--- config.mk ---
export PLATFORM = sky130hd
export DESIGN_NAME = keypad_thermostat_hysteresis_top
export DESIGN_NICKNAME = d
export VERILOG_FILES = /design/src/rtl/kth_pkg.sv /design/src/rtl/kth_core.sv /design/src/rtl/keypad_thermostat_hysteresis_top.sv
export SDC_FILE = /design/constraint.sdc
export NUM_CORES = 1
export LEC_CHECK = 0
export ABC_AREA = 1
export ABC_CLOCK_PERIOD_IN_PS = 10300
export BUFFER_PORTS_ARGS = -buffer_cell sky130_fd_sc_hd__buf_2
export CAP_MARGIN = 5
export CORE_MARGIN = 1.5
export CORE_UTILIZATION = 55
export CTS_BUF_LIST = sky130_fd_sc_hd__clkbuf_8
export CTS_CLUSTER_DIAMETER = 30
export DETAILED_ROUTE_END_ITERATION = 8
export HOLD_SLACK_MARGIN = 0.05
export PLACE_DENSITY_LB_ADDON = 0.12
export SLEW_MARGIN = 15
export SYNTH_ARGS = -nofsm -noshare
export SYNTH_HDL_FRONTEND = slang
export SYNTH_SLANG_ARGS = --single-unit
--- constraint.sdc ---
create_clock -name clock -period 10.3 [get_ports clock]
set_input_delay 1.03 -clock clock [delete_from_list [all_inputs] [get_ports clock]]
set_output_delay 1.03 -clock clock [all_outputs]
set_load 0.01 [all_outputs]
--- src/rtl/kth_pkg.sv ---
// shared types and constants of the keypad thermostat
// depends on nothing
package kth_pkg;

   localparam int KEY_W  = 3;
   localparam int TEMP_W = 12;
   localparam int SP_W   = 10;
   localparam int HYST_W = 7;
   localparam int ICON_W = 4;

   localparam logic [KEY_W-1:0] KEY_NONE = 3'd0;
   localparam logic [KEY_W-1:0] KEY_SET  = 3'd1;
   localparam logic [KEY_W-1:0] KEY_UP   = 3'd2;
   localparam logic [KEY_W-1:0] KEY_DOWN = 3'd3;
   localparam logic [KEY_W-1:0] KEY_RST  = 3'd4;

   localparam logic signed [SP_W-1:0] SP_STEP    = 10'sd5;
   localparam logic signed [SP_W-1:0] SP_MAX     = 10'sd300;
   localparam logic signed [SP_W-1:0] SP_MIN     = -10'sd300;
   localparam logic signed [SP_W-1:0] SP_DEFAULT = -10'sd50;

   localparam logic [HYST_W-1:0] HYST_RESET = 7'd20;

   typedef struct packed {
      logic signed [TEMP_W-1:0] shown_value;
      logic                     refresh;
      logic                     setting_mode;
      logic                     cool_on;
      logic                     fan_on;
      logic                     heat_on;
   } rsp_type;

endpackage

--- src/rtl/kth_core.sv ---
// thermostat state and single-pass step logic for one polled item
// depends on kth_pkg
module kth_core import kth_pkg::*; (
   input  logic                     clock,
   input  logic                     reset,
   input  logic                     step_en,
   input  logic [KEY_W-1:0]         key_code,
   input  logic signed [TEMP_W-1:0] temperature,
   input  logic [HYST_W-1:0]        hyst,
   output rsp_type                  result
);

   logic                     mode_ff, mode_in;
   logic signed [SP_W-1:0]   sp_ff, sp_in;
   logic                     cool_ff, cool_in;
   logic                     fan_ff, fan_in;
   logic                     heat_ff, heat_in;
   logic signed [TEMP_W-1:0] last_shown_ff, last_shown_in;
   logic [ICON_W-1:0]        last_icons_ff, last_icons_in;
   logic                     force_ff;

   logic                     force_now;
   logic signed [SP_W:0]     sp_sum;
   logic signed [TEMP_W:0]   band_hi, band_lo, temp_x, sp_x, hyst_x;
   logic signed [TEMP_W-1:0] shown;
   logic [ICON_W-1:0]        icons;
   logic                     refresh;

   always_comb begin
      mode_in   = mode_ff;
      sp_in     = sp_ff;
      cool_in   = cool_ff;
      fan_in    = fan_ff;
      heat_in   = heat_ff;
      force_now = force_ff;
      sp_sum    = {sp_ff[SP_W-1], sp_ff};

      if (key_code == KEY_SET) begin
         mode_in   = ~mode_ff;
         force_now = 1'b1;
      end
      // setpoint step only in setting mode, then clamp
      if (mode_in) begin
         if (key_code == KEY_UP) begin
            sp_sum = {sp_ff[SP_W-1], sp_ff} + {SP_STEP[SP_W-1], SP_STEP};
         end else if (key_code == KEY_DOWN) begin
            sp_sum = {sp_ff[SP_W-1], sp_ff} - {SP_STEP[SP_W-1], SP_STEP};
         end
         if (sp_sum > $signed({SP_MAX[SP_W-1], SP_MAX})) begin
            sp_in = SP_MAX;
         end else if (sp_sum < $signed({SP_MIN[SP_W-1], SP_MIN})) begin
            sp_in = SP_MIN;
         end else begin
            sp_in = sp_sum[SP_W-1:0];
         end
      end
      if (key_code == KEY_RST) begin
         mode_in   = 1'b0;
         sp_in     = SP_DEFAULT;
         force_now = 1'b1;
      end

      // strict hysteresis band
      temp_x  = {temperature[TEMP_W-1], temperature};
      sp_x    = {{(TEMP_W+1-SP_W){sp_in[SP_W-1]}}, sp_in};
      hyst_x  = {{(TEMP_W+1-HYST_W){1'b0}}, hyst};
      band_hi = sp_x + hyst_x;
      band_lo = sp_x - hyst_x;
      if (!mode_in) begin
         if (temp_x > band_hi) begin
            cool_in = 1'b1;
            fan_in  = 1'b1;
            heat_in = 1'b0;
         end else if (temp_x < band_lo) begin
            cool_in = 1'b0;
            fan_in  = 1'b0;
            heat_in = 1'b1;
         end
      end

      shown   = mode_in ? {{(TEMP_W-SP_W){sp_in[SP_W-1]}}, sp_in} : temperature;
      icons   = {mode_in, cool_in, fan_in, heat_in};
      refresh = force_now || (shown != last_shown_ff) || (icons != last_icons_ff);

      last_shown_in = refresh ? shown : last_shown_ff;
      last_icons_in = refresh ? icons : last_icons_ff;

      result.shown_value  = shown;
      result.refresh      = refresh;
      result.setting_mode = mode_in;
      result.cool_on      = cool_in;
      result.fan_on       = fan_in;
      result.heat_on      = heat_in;
   end

   always_ff @(posedge clock) begin
      if (reset) begin
         mode_ff       <= 1'b0;
         sp_ff         <= SP_DEFAULT;
         cool_ff       <= 1'b0;
         fan_ff        <= 1'b0;
         heat_ff       <= 1'b0;
         last_shown_ff <= '0;
         last_icons_ff <= '0;
         force_ff      <= 1'b1;
      end else if (step_en) begin
         mode_ff       <= mode_in;
         sp_ff         <= sp_in;
         cool_ff       <= cool_in;
         fan_ff        <= fan_in;
         heat_ff       <= heat_in;
         last_shown_ff <= last_shown_in;
         last_icons_ff <= last_icons_in;
         // any pending force is consumed by the item shown now
         force_ff      <= 1'b0;
      end
   end

endmodule

--- src/rtl/keypad_thermostat_hysteresis_top.sv ---
// keypad thermostat with hysteresis: input register, step core, result register
// depends on kth_pkg and kth_core
// throughput: one item per cycle while rsp_ready stays high; the result register frees
// as soon as it is taken
// reset (synchronous, active high): run mode, setpoint -5.0, marks off,
// hysteresis 2.0, first item forces refresh, both pipeline stages empty
module keypad_thermostat_hysteresis_top import kth_pkg::*; (
   input  logic                     clock,
   input  logic                     reset,
   // configuration
   input  logic                     csr_wr_en,
   input  logic [HYST_W-1:0]        csr_wr_data,
   // poll items
   input  logic                     req_valid,
   output logic                     req_ready,
   input  logic [KEY_W-1:0]         req_key_code,
   input  logic signed [TEMP_W-1:0] req_temperature,
   // results
   output logic                     rsp_valid,
   input  logic                     rsp_ready,
   output logic signed [TEMP_W-1:0] rsp_shown_value,
   output logic                     rsp_refresh,
   output logic                     rsp_setting_mode,
   output logic                     rsp_cool_on,
   output logic                     rsp_fan_on,
   output logic                     rsp_heat_on
);

   // hysteresis half-width register
   logic [HYST_W-1:0] hyst_ff;

   // input stage
   logic                     in_valid_ff;
   logic [KEY_W-1:0]         in_key_ff;
   logic signed [TEMP_W-1:0] in_temp_ff;

   // result stage
   logic    out_valid_ff, out_valid_in;
   rsp_type out_data_ff;
   rsp_type core_result;

   logic advance;
   logic req_take;

   // the input item moves on when the result register is empty or being drained
   assign advance   = in_valid_ff && (!out_valid_ff || rsp_ready);
   assign req_ready = !in_valid_ff || advance;
   assign req_take  = req_valid && req_ready;

   always_ff @(posedge clock) begin
      if (reset) begin
         hyst_ff <= HYST_RESET;
      end else if (csr_wr_en) begin
         hyst_ff <= csr_wr_data;
      end
   end

   always_ff @(posedge clock) begin
      if (reset) begin
         in_valid_ff <= 1'b0;
      end else if (req_ready) begin
         in_valid_ff <= req_valid;
      end
   end

   // payload registers, no reset needed
   always_ff @(posedge clock) begin
      if (req_take) begin
         in_key_ff  <= req_key_code;
         in_temp_ff <= req_temperature;
      end
   end

   // state updates exactly when the item lands in the result register
   kth_core u_core (
      .clock       (clock),
      .reset       (reset),
      .step_en     (advance),
      .key_code    (in_key_ff),
      .temperature (in_temp_ff),
      .hyst        (hyst_ff),
      .result      (core_result)
   );

   always_comb begin
      if (advance) begin
         out_valid_in = 1'b1;
      end else if (rsp_ready) begin
         out_valid_in = 1'b0;
      end else begin
         out_valid_in = out_valid_ff;
      end
   end

   always_ff @(posedge clock) begin
      if (reset) begin
         out_valid_ff <= 1'b0;
      end else begin
         out_valid_ff <= out_valid_in;
      end
   end

   always_ff @(posedge clock) begin
      if (advance) begin
         out_data_ff <= core_result;
      end
   end

   assign rsp_valid        = out_valid_ff;
   assign rsp_shown_value  = out_data_ff.shown_value;
   assign rsp_refresh      = out_data_ff.refresh;
   assign rsp_setting_mode = out_data_ff.setting_mode;
   assign rsp_cool_on      = out_data_ff.cool_on;
   assign rsp_fan_on       = out_data_ff.fan_on;
   assign rsp_heat_on      = out_data_ff.heat_on;

endmodule

==> impl_metrics.env, run 1 <==
export IMPL_gp_congestion=0.9276
export IMPL_track_usage_pct=24.67
export IMPL_grt_pass1_vias=3970
export IMPL_grt_start_max_net_pins=60
export IMPL_timing_final_crit_share_pct=61.10
export IMPL_outcome="finished, final reports clean"
export IMPL_die_w_um=96.98
export IMPL_finalCriticalPeriod_ps=6293
export IMPL_root_buffer="clkbuf_8"
export IMPL_synth_largest_area_cell="edfxtp_1"
export IMPL_die_area_sq_um=9404
export IMPL_synth_area_leaders="edfxtp_1, dfxtp_1, nand2_1"
export IMPL_power_leakage_nw=2.539
export IMPL_cap_viol_max_count=0
export IMPL_ys_dominant_reg_cell="dfxtp_1"
export IMPL_whs_path_depth=2
export IMPL_fin_nets=732
export IMPL_start_kind="flop"
export IMPL_drt_iter0_drc=224
export IMPL_r2r_slack_ps=4010
export IMPL_cp_data_arrival_time_ps=6590
export IMPL_timing_rr_end="u_core.last_icons_ff[2]"
export IMPL_peakVddDrop_mv=0.1010
export IMPL_required_ps=10600
export IMPL_finalHoldViolations=0
export IMPL_cts_setup_buffers=0
export IMPL_overflow=0
export IMPL_relSlewSlack_pct=28.70
export IMPL_syn_area_sq_um=4857
export IMPL_synth_avg_cell_area_sq_um=7.771
export IMPL_io_buffers=45
export IMPL_fmax_mhz=158.9
export IMPL_cp_max_fo=26
export IMPL_first_pass_iters=5
export IMPL_vias=4226
export IMPL_worst_pin_slew_ps=1068
export IMPL_htreeDepth=3
export IMPL_finalWirelength_mm=11.00
export IMPL_finalSetupTns_ps=0
export IMPL_synth_top_cell_area_share_pct=19.78
export IMPL_antenna_found_initial=0
export IMPL_hp_start="u_core.force_ff"
export IMPL_mostFrequentLayoutCells="nand2_1, inv_1, a21oi_1, buf_2, nor2_1"
export IMPL_synth_warnings=0
export IMPL_vias_per_cell=5.418
export IMPL_cts_hold_buf=0
export IMPL_async_flop_share_pct=0
export IMPL_area_growth_pct=9.789
export IMPL_insertedDiodeCount=0
export IMPL_r2r_start="u_core.sp_ff[0]"
export IMPL_clkTransAtPathRegs_ps=90
export IMPL_drive_above_1_share_pct=17.11
export IMPL_synthesis_nets=690
export IMPL_rows=34
export IMPL_crit_path_end_kind="flop"
export IMPL_cts_made_buffers=9
export IMPL_core_sq_um=8636
export IMPL_clk_latency_ps=360
export IMPL_cts_num_sinks=72
export IMPL_rr_worst_depth=40
export IMPL_clockBufferDepth=2
export IMPL_synth_seq_cells=72
export IMPL_place_hpwl_mm=8.406
export IMPL_min_to="u_core.force_ff"
export IMPL_ant_nets=0
export IMPL_final_setup_skew_ps=10.48
export IMPL_rsz0062_at_grt="false"
export IMPL_synth_cell_types=48
export IMPL_slowest_stage="dfxtp_1"
export IMPL_cts_tree="yes"
export IMPL_whs_ps=471.4
export IMPL_critical_path_top_delay_family="simple AND/OR/NAND/NOR gates"
export IMPL_initial_core_util_pct=56.24
export IMPL_ys_seq_area_share_pct=36.27
export IMPL_grt_pass1_wl_mm=18.80
export IMPL_wl_per_cell_um=14.10
export IMPL_powerDensity_nw_per_um2=158.4
export IMPL_final_common_cell="nand2_1"
export IMPL_ios=46
export IMPL_setup_viol=0
export IMPL_path_class="reg -> reg"
export IMPL_drv_slew=0
export IMPL_fp_dieH_um=96.98
export IMPL_drc=0
export IMPL_slowest_delay_ps=480
export IMPL_critPathBufInv=6
export IMPL_syn_instance_count=625
export IMPL_cp_common_cell="nand2_1"
export IMPL_cts_resized=0
export IMPL_crit_path_start="u_core.sp_ff[0]"
export IMPL_min_path_type="reg -> reg"
export IMPL_synth_edf_count=32
-- flip-flops by register name, summed over array words and instances, names as in the netlist, 3 cells and up --
signal                count
in_temp_ff               12
rsp_shown_value          12
u_core.last_shown_ff     12
u_core.sp_ff             10
hyst_ff                   7
u_core.last_icons_ff      4
in_key_ff                 3
-- final cells by class --
| type | instances | area [sq um] |
|---|---|---|
| clock buffers | 9 | 123.9 |
| clock inverters | 7 | 61.31 |
| fillers | 769 | 3303 |
| inverters | 86 | 322.8 |
| multi-input cells | 452 | 2695 |
| flip-flops and latches | 72 | 1762 |
| well taps | 108 | 135.1 |
| repair buffers | 46 | 232.7 |
-- per-stage QoR --
step / cells / total power [mW] / utilization (%) / area (sq um) / setup slack, ps
final: 780 / 0.8448 / 61.75 / 5333 / 4007
after global routing: 780 / 0.9022 / 61.75 / 5333 / 3394
after CTS: 780 / 0.8479 / 61.75 / 5333 / 4072
after detailed placement: 764 / 0.6309 / 59.61 / 5147 / 4136
after global placement: 764 / 0.6245 / 59.61 / 5147 / 4340
after floorplan: 625 / 0.5654 / - / 4857 / 4981
-- where the power goes --
group          internal, mW  total [mW]  switching (mW)
registers             0.322       0.339          0.0168
clock network        0.0920       0.216           0.124
logic                 0.109       0.290           0.181
-- layer usage --
metal  vias up  track usage (%)  share of wire, %
met3        18            3.107               5.3
met5         -                0                 0
met1      1928            34.43                48
met2       118            39.81                45
li1       2162                -                 -
met4         0            8.027               1.7
-- synth_stat cells, types with 2 or more instances --
master    count
dfxtp_1      40
buf_2         4
buf_6         2
o211ai_1      3
nor2_2        4
nand4_1       8
edfxtp_1     32
fa_1          2
mux2i_1       2
nand3_1      37
o21ai_0      31
ha_1         36
nor2_1       44
xnor2_1       3
or2_2         2
clkbuf_1      8
o21bai_1      6
nor3_1        4
a21oi_1      60
or2_1         2
inv_2         9
nand2_1     130
a21o_1        2
inv_1        76
nand2_4       4
o31ai_1       3
o22ai_1       3
nor3_2        2
o21ai_1       7
nand3b_1      3
nand3_4       3
nand2_2      12
xor2_1       17
nand3_2       7
nor2_4        4
-- cells by family (layout without fill, tap and decap cells) --
group / count (synthesis) / in the layout / share of synthesized area [%]
buffers and inverters: 101 / 148 / 8.243
XOR/XNOR: 21 / 21 / 3.941
multiplexers: 2 / 2 / 0.4122
adder cells (fa/ha/maj): 39 / 39 / 10.33
AND/OR/NAND/NOR: 266 / 266 / 26.53
flip-flops: 72 / 72 / 36.27
AO/OA/AOI/OAI: 124 / 124 / 14.27
-- tightest hold or removal path: stages, from the launching register on --
cell,delay [ps]
dfxtp_1,330
nand2_1,60
nand2_1,40
-- worst max path at each step --
| stage | end | cells past startpoint | slack (ps) |
|---|---|---|---|
| 6_report | u_core.last_icons_ff[2] | 40 | 4010 |
| 5_1_grt | u_core.last_icons_ff[2] | 42 | 3390 |
| 4_1_cts | u_core.last_icons_ff[2] | 39 | 4070 |
| 3_5_place_dp | u_core.last_icons_ff[2] | 39 | 4140 |
| 3_3_place_gp | u_core.last_icons_ff[2] | 36 | 4340 |
| 2_1_floorplan | u_core.last_shown_ff[5] | 39 | 4980 |
No activity file was read; power rests on OpenSTA's default activity.
==> inputs of run 2 (changes only) <==
--- a/config.mk
+++ b/config.mk
@@ -6,7 +6,7 @@
 export NUM_CORES = 1
 export LEC_CHECK = 0
 export ABC_AREA = 1
-export ABC_CLOCK_PERIOD_IN_PS = 10300
+export ABC_CLOCK_PERIOD_IN_PS = 6300
 export BUFFER_PORTS_ARGS = -buffer_cell sky130_fd_sc_hd__buf_2
 export CAP_MARGIN = 5
 export CORE_MARGIN = 1.5
==> constraint.sdc (replaced) <==
create_clock -name clock -period 6.3 [get_ports clock]
set_input_delay 0.63 -clock clock [delete_from_list [all_inputs] [get_ports clock]]
set_output_delay 0.63 -clock clock [all_outputs]
set_load 0.01 [all_outputs]
==> run 2 against run 1 <==
  * Clock-buffer cell count unchanged
  * Critical path depth is the same
  * Via count shrank 1.2%
  * Final area is 1.2% higher
  * Non-clock buffer count grew 3
  * Sequential share of layout area is 0.34 points lower
  * Register-to-register slack got worse by 3500 ps
  * Power grew 62%
  * First-iteration DRC count down 3.6%
  * Critical path type unchanged
  * Sequential cell count unchanged
==> impl_metrics.env, run 2 (synthesis results as in run 1) <==
export IMPL_power_net_switching_uw=516.5
export IMPL_fp_dieH_um=96.98
export IMPL_cts_num_sinks=72
export IMPL_min_path_type="in -> reg"
export IMPL_num_fill_cells=783
export IMPL_crit_path_end_kind="flop"
export IMPL_multiInputGateArea_sq_um=2749
export IMPL_critical_path_top_delay_family="simple AND/OR/NAND/NOR gates"
export IMPL_worst_pin_slew_ps=1042
export IMPL_required_ps=6560
export IMPL_drive_above_1_share_pct=18.52
export IMPL_peakVddDrop_mv=0.1452
export IMPL_gp_congestion=0.9189
export IMPL_drc=0
export IMPL_track_usage_pct=23.97
export IMPL_vias_per_cell=5.332
export IMPL_insertedDiodeCount=0
export IMPL_clockBufferDepth=2
export IMPL_grt_pass1_vias=3877
export IMPL_whs_ps=446.3
export IMPL_fin_nets=735
export IMPL_clkTransAtPathRegs_ps=80
export IMPL_final_setup_skew_ps=10.73
export IMPL_cp_max_fo=26
export IMPL_ios=46
export IMPL_cts_made_buffers=9
export IMPL_antenna_found_initial=0
export IMPL_cp_data_arrival_time_ps=6020
export IMPL_vias=4175
export IMPL_drt_iter0_drc=216
export IMPL_register_area_sq_um=1764
export IMPL_htreeDepth=3
export IMPL_finalSetupTns_ps=0
export IMPL_finalHoldViolations=0
export IMPL_wl_per_cell_um=13.98
export IMPL_critPathBufInv=2
export IMPL_outcome="finished, final reports clean"
export IMPL_path_class="reg -> reg"
export IMPL_rows=34
export IMPL_slowest_delay_ps=510
export IMPL_die_w_um=96.98
export IMPL_grt_start_max_net_pins=60
export IMPL_place_area_sq_um=5170
export IMPL_place_hpwl_mm=8.317
export IMPL_finalWirelength_mm=10.95
export IMPL_final_common_cell="nand2_1"
export IMPL_overflow=0
export IMPL_grt_pass1_wl_mm=18.24
export IMPL_relSlewSlack_pct=30.42
export IMPL_cap_viol_max_count=0
export IMPL_combPwrFrac_pct=35.6
export IMPL_ant_nets=0
export IMPL_timing_final_crit_share_pct=91.55
export IMPL_cts_tree="yes"
export IMPL_area_growth_pct=11.10
export IMPL_p_total_mw=1.371
export IMPL_cts_setup_buffers=0
export IMPL_swShare_pct=37.67
export IMPL_first_pass_iters=5
export IMPL_die_area_sq_um=9404
export IMPL_fmax_mhz=173.4
export IMPL_root_buffer="clkbuf_8"
export IMPL_powerDensity_nw_per_um2=254.1
export IMPL_finalCriticalPeriod_ps=5768
export IMPL_mostFrequentLayoutCells="nand2_1, inv_1, a21oi_1, buf_2, nor2_1"
export IMPL_core_sq_um=8636
export IMPL_power_leakage_nw=2.554
export IMPL_initial_core_util_pct=56.24
export IMPL_seqPwrFrac_pct=40.4
export IMPL_start_kind="flop"
export IMPL_slowest_stage="edfxtp_1"
export IMPL_drv_slew=0
export IMPL_fin_area_sq_um=5396
export IMPL_setup_viol=0
export IMPL_io_buffers=45
export IMPL_cp_common_cell="nand2_1"
export IMPL_clk_latency_ps=360
export IMPL_intPower_uw=854.7
export IMPL_clkPwrFrac_pct=24.0
run 2: cell types whose count changed in the layout (fill, tap and decap cells not counted), moves of 2 or more:
cell     change
o21ai_2      +2
o21ai_0      -3
dfxtp_2      +2
dfxtp_1      -2
o31ai_1      -2
xor2_2       +2
xor2_1       -2
buf_4        +3
run 2: timing repair:
item / in CTS / in global routing
setup endpoints to repair: 0 / 15
hold buffers: 0 / 0
gates resized for setup: 0 / 14
run 2: worst paths after layout:
path	start	to	slack (ps)	cells past startpoint
max reg2reg	in_key_ff[2]	u_core.last_shown_ff[2]	530	40
max	in_key_ff[2]	u_core.last_shown_ff[2]	530	40
min	req_key_code[1]	in_key_ff[1]	450	1
min reg2reg	u_core.force_ff	u_core.force_ff	470	2
run 2: stage by stage:
step | instances | util, % | worst slack, ps
after detailed placement | 767 | 59.87 | 4.870
after floorplan | 625 | - | 981.3
after global placement | 767 | 59.87 | 269.1
final | 783 | 62.49 | 532.5
after CTS | 783 | 61.84 | 0.7838
after global routing | 783 | 62.49 | -9.438
run 2: routing by layer:
| layer | routed length (um) | vias to the layer above | global-route usage (%) |
|---|---|---|---|
| li1 | - | 2159 | - |
| met2 | 4912 | 102 | 37.17 |
| met5 | 0 | - | 0 |
| met3 | 535 | 12 | 4.335 |
| met4 | 143 | 0 | 7.469 |
| met1 | 5359 | 1902 | 34.04 |
run 2: final cells by class:
cell class | count | share of cell area, %
flip-flops and latches | 72 | 32.69
clock inverters | 7 | 0.8579
multi-input cells | 452 | 50.94
well taps | 108 | 2.504
inverters | 86 | 5.982
repair buffers | 49 | 4.730
clock buffers | 9 | 2.295
run 2: power by group through the flow:
| stage | Clock [mW] | Sequential, mW | Combinational (mW) |
|---|---|---|---|
| floorplan | 0 | 0.560 | 0.364 |
| global placement | 0 | 0.562 | 0.460 |
| detailed placement | 0 | 0.563 | 0.470 |
| CTS | 0.334 | 0.553 | 0.474 |
| global route | 0.356 | 0.558 | 0.554 |
| finish | 0.329 | 0.554 | 0.488 |
run 2: worst register-to-register path, delay by kind of cell (launching register included):
kind | cells | cell delay [ps]
compound gates | 8 | 1250
buf+inv | 2 | 130
xor+xnor | 1 | 180
flops | 1 | 510
simple gates | 26 | 2690
fa+ha+maj | 3 | 920
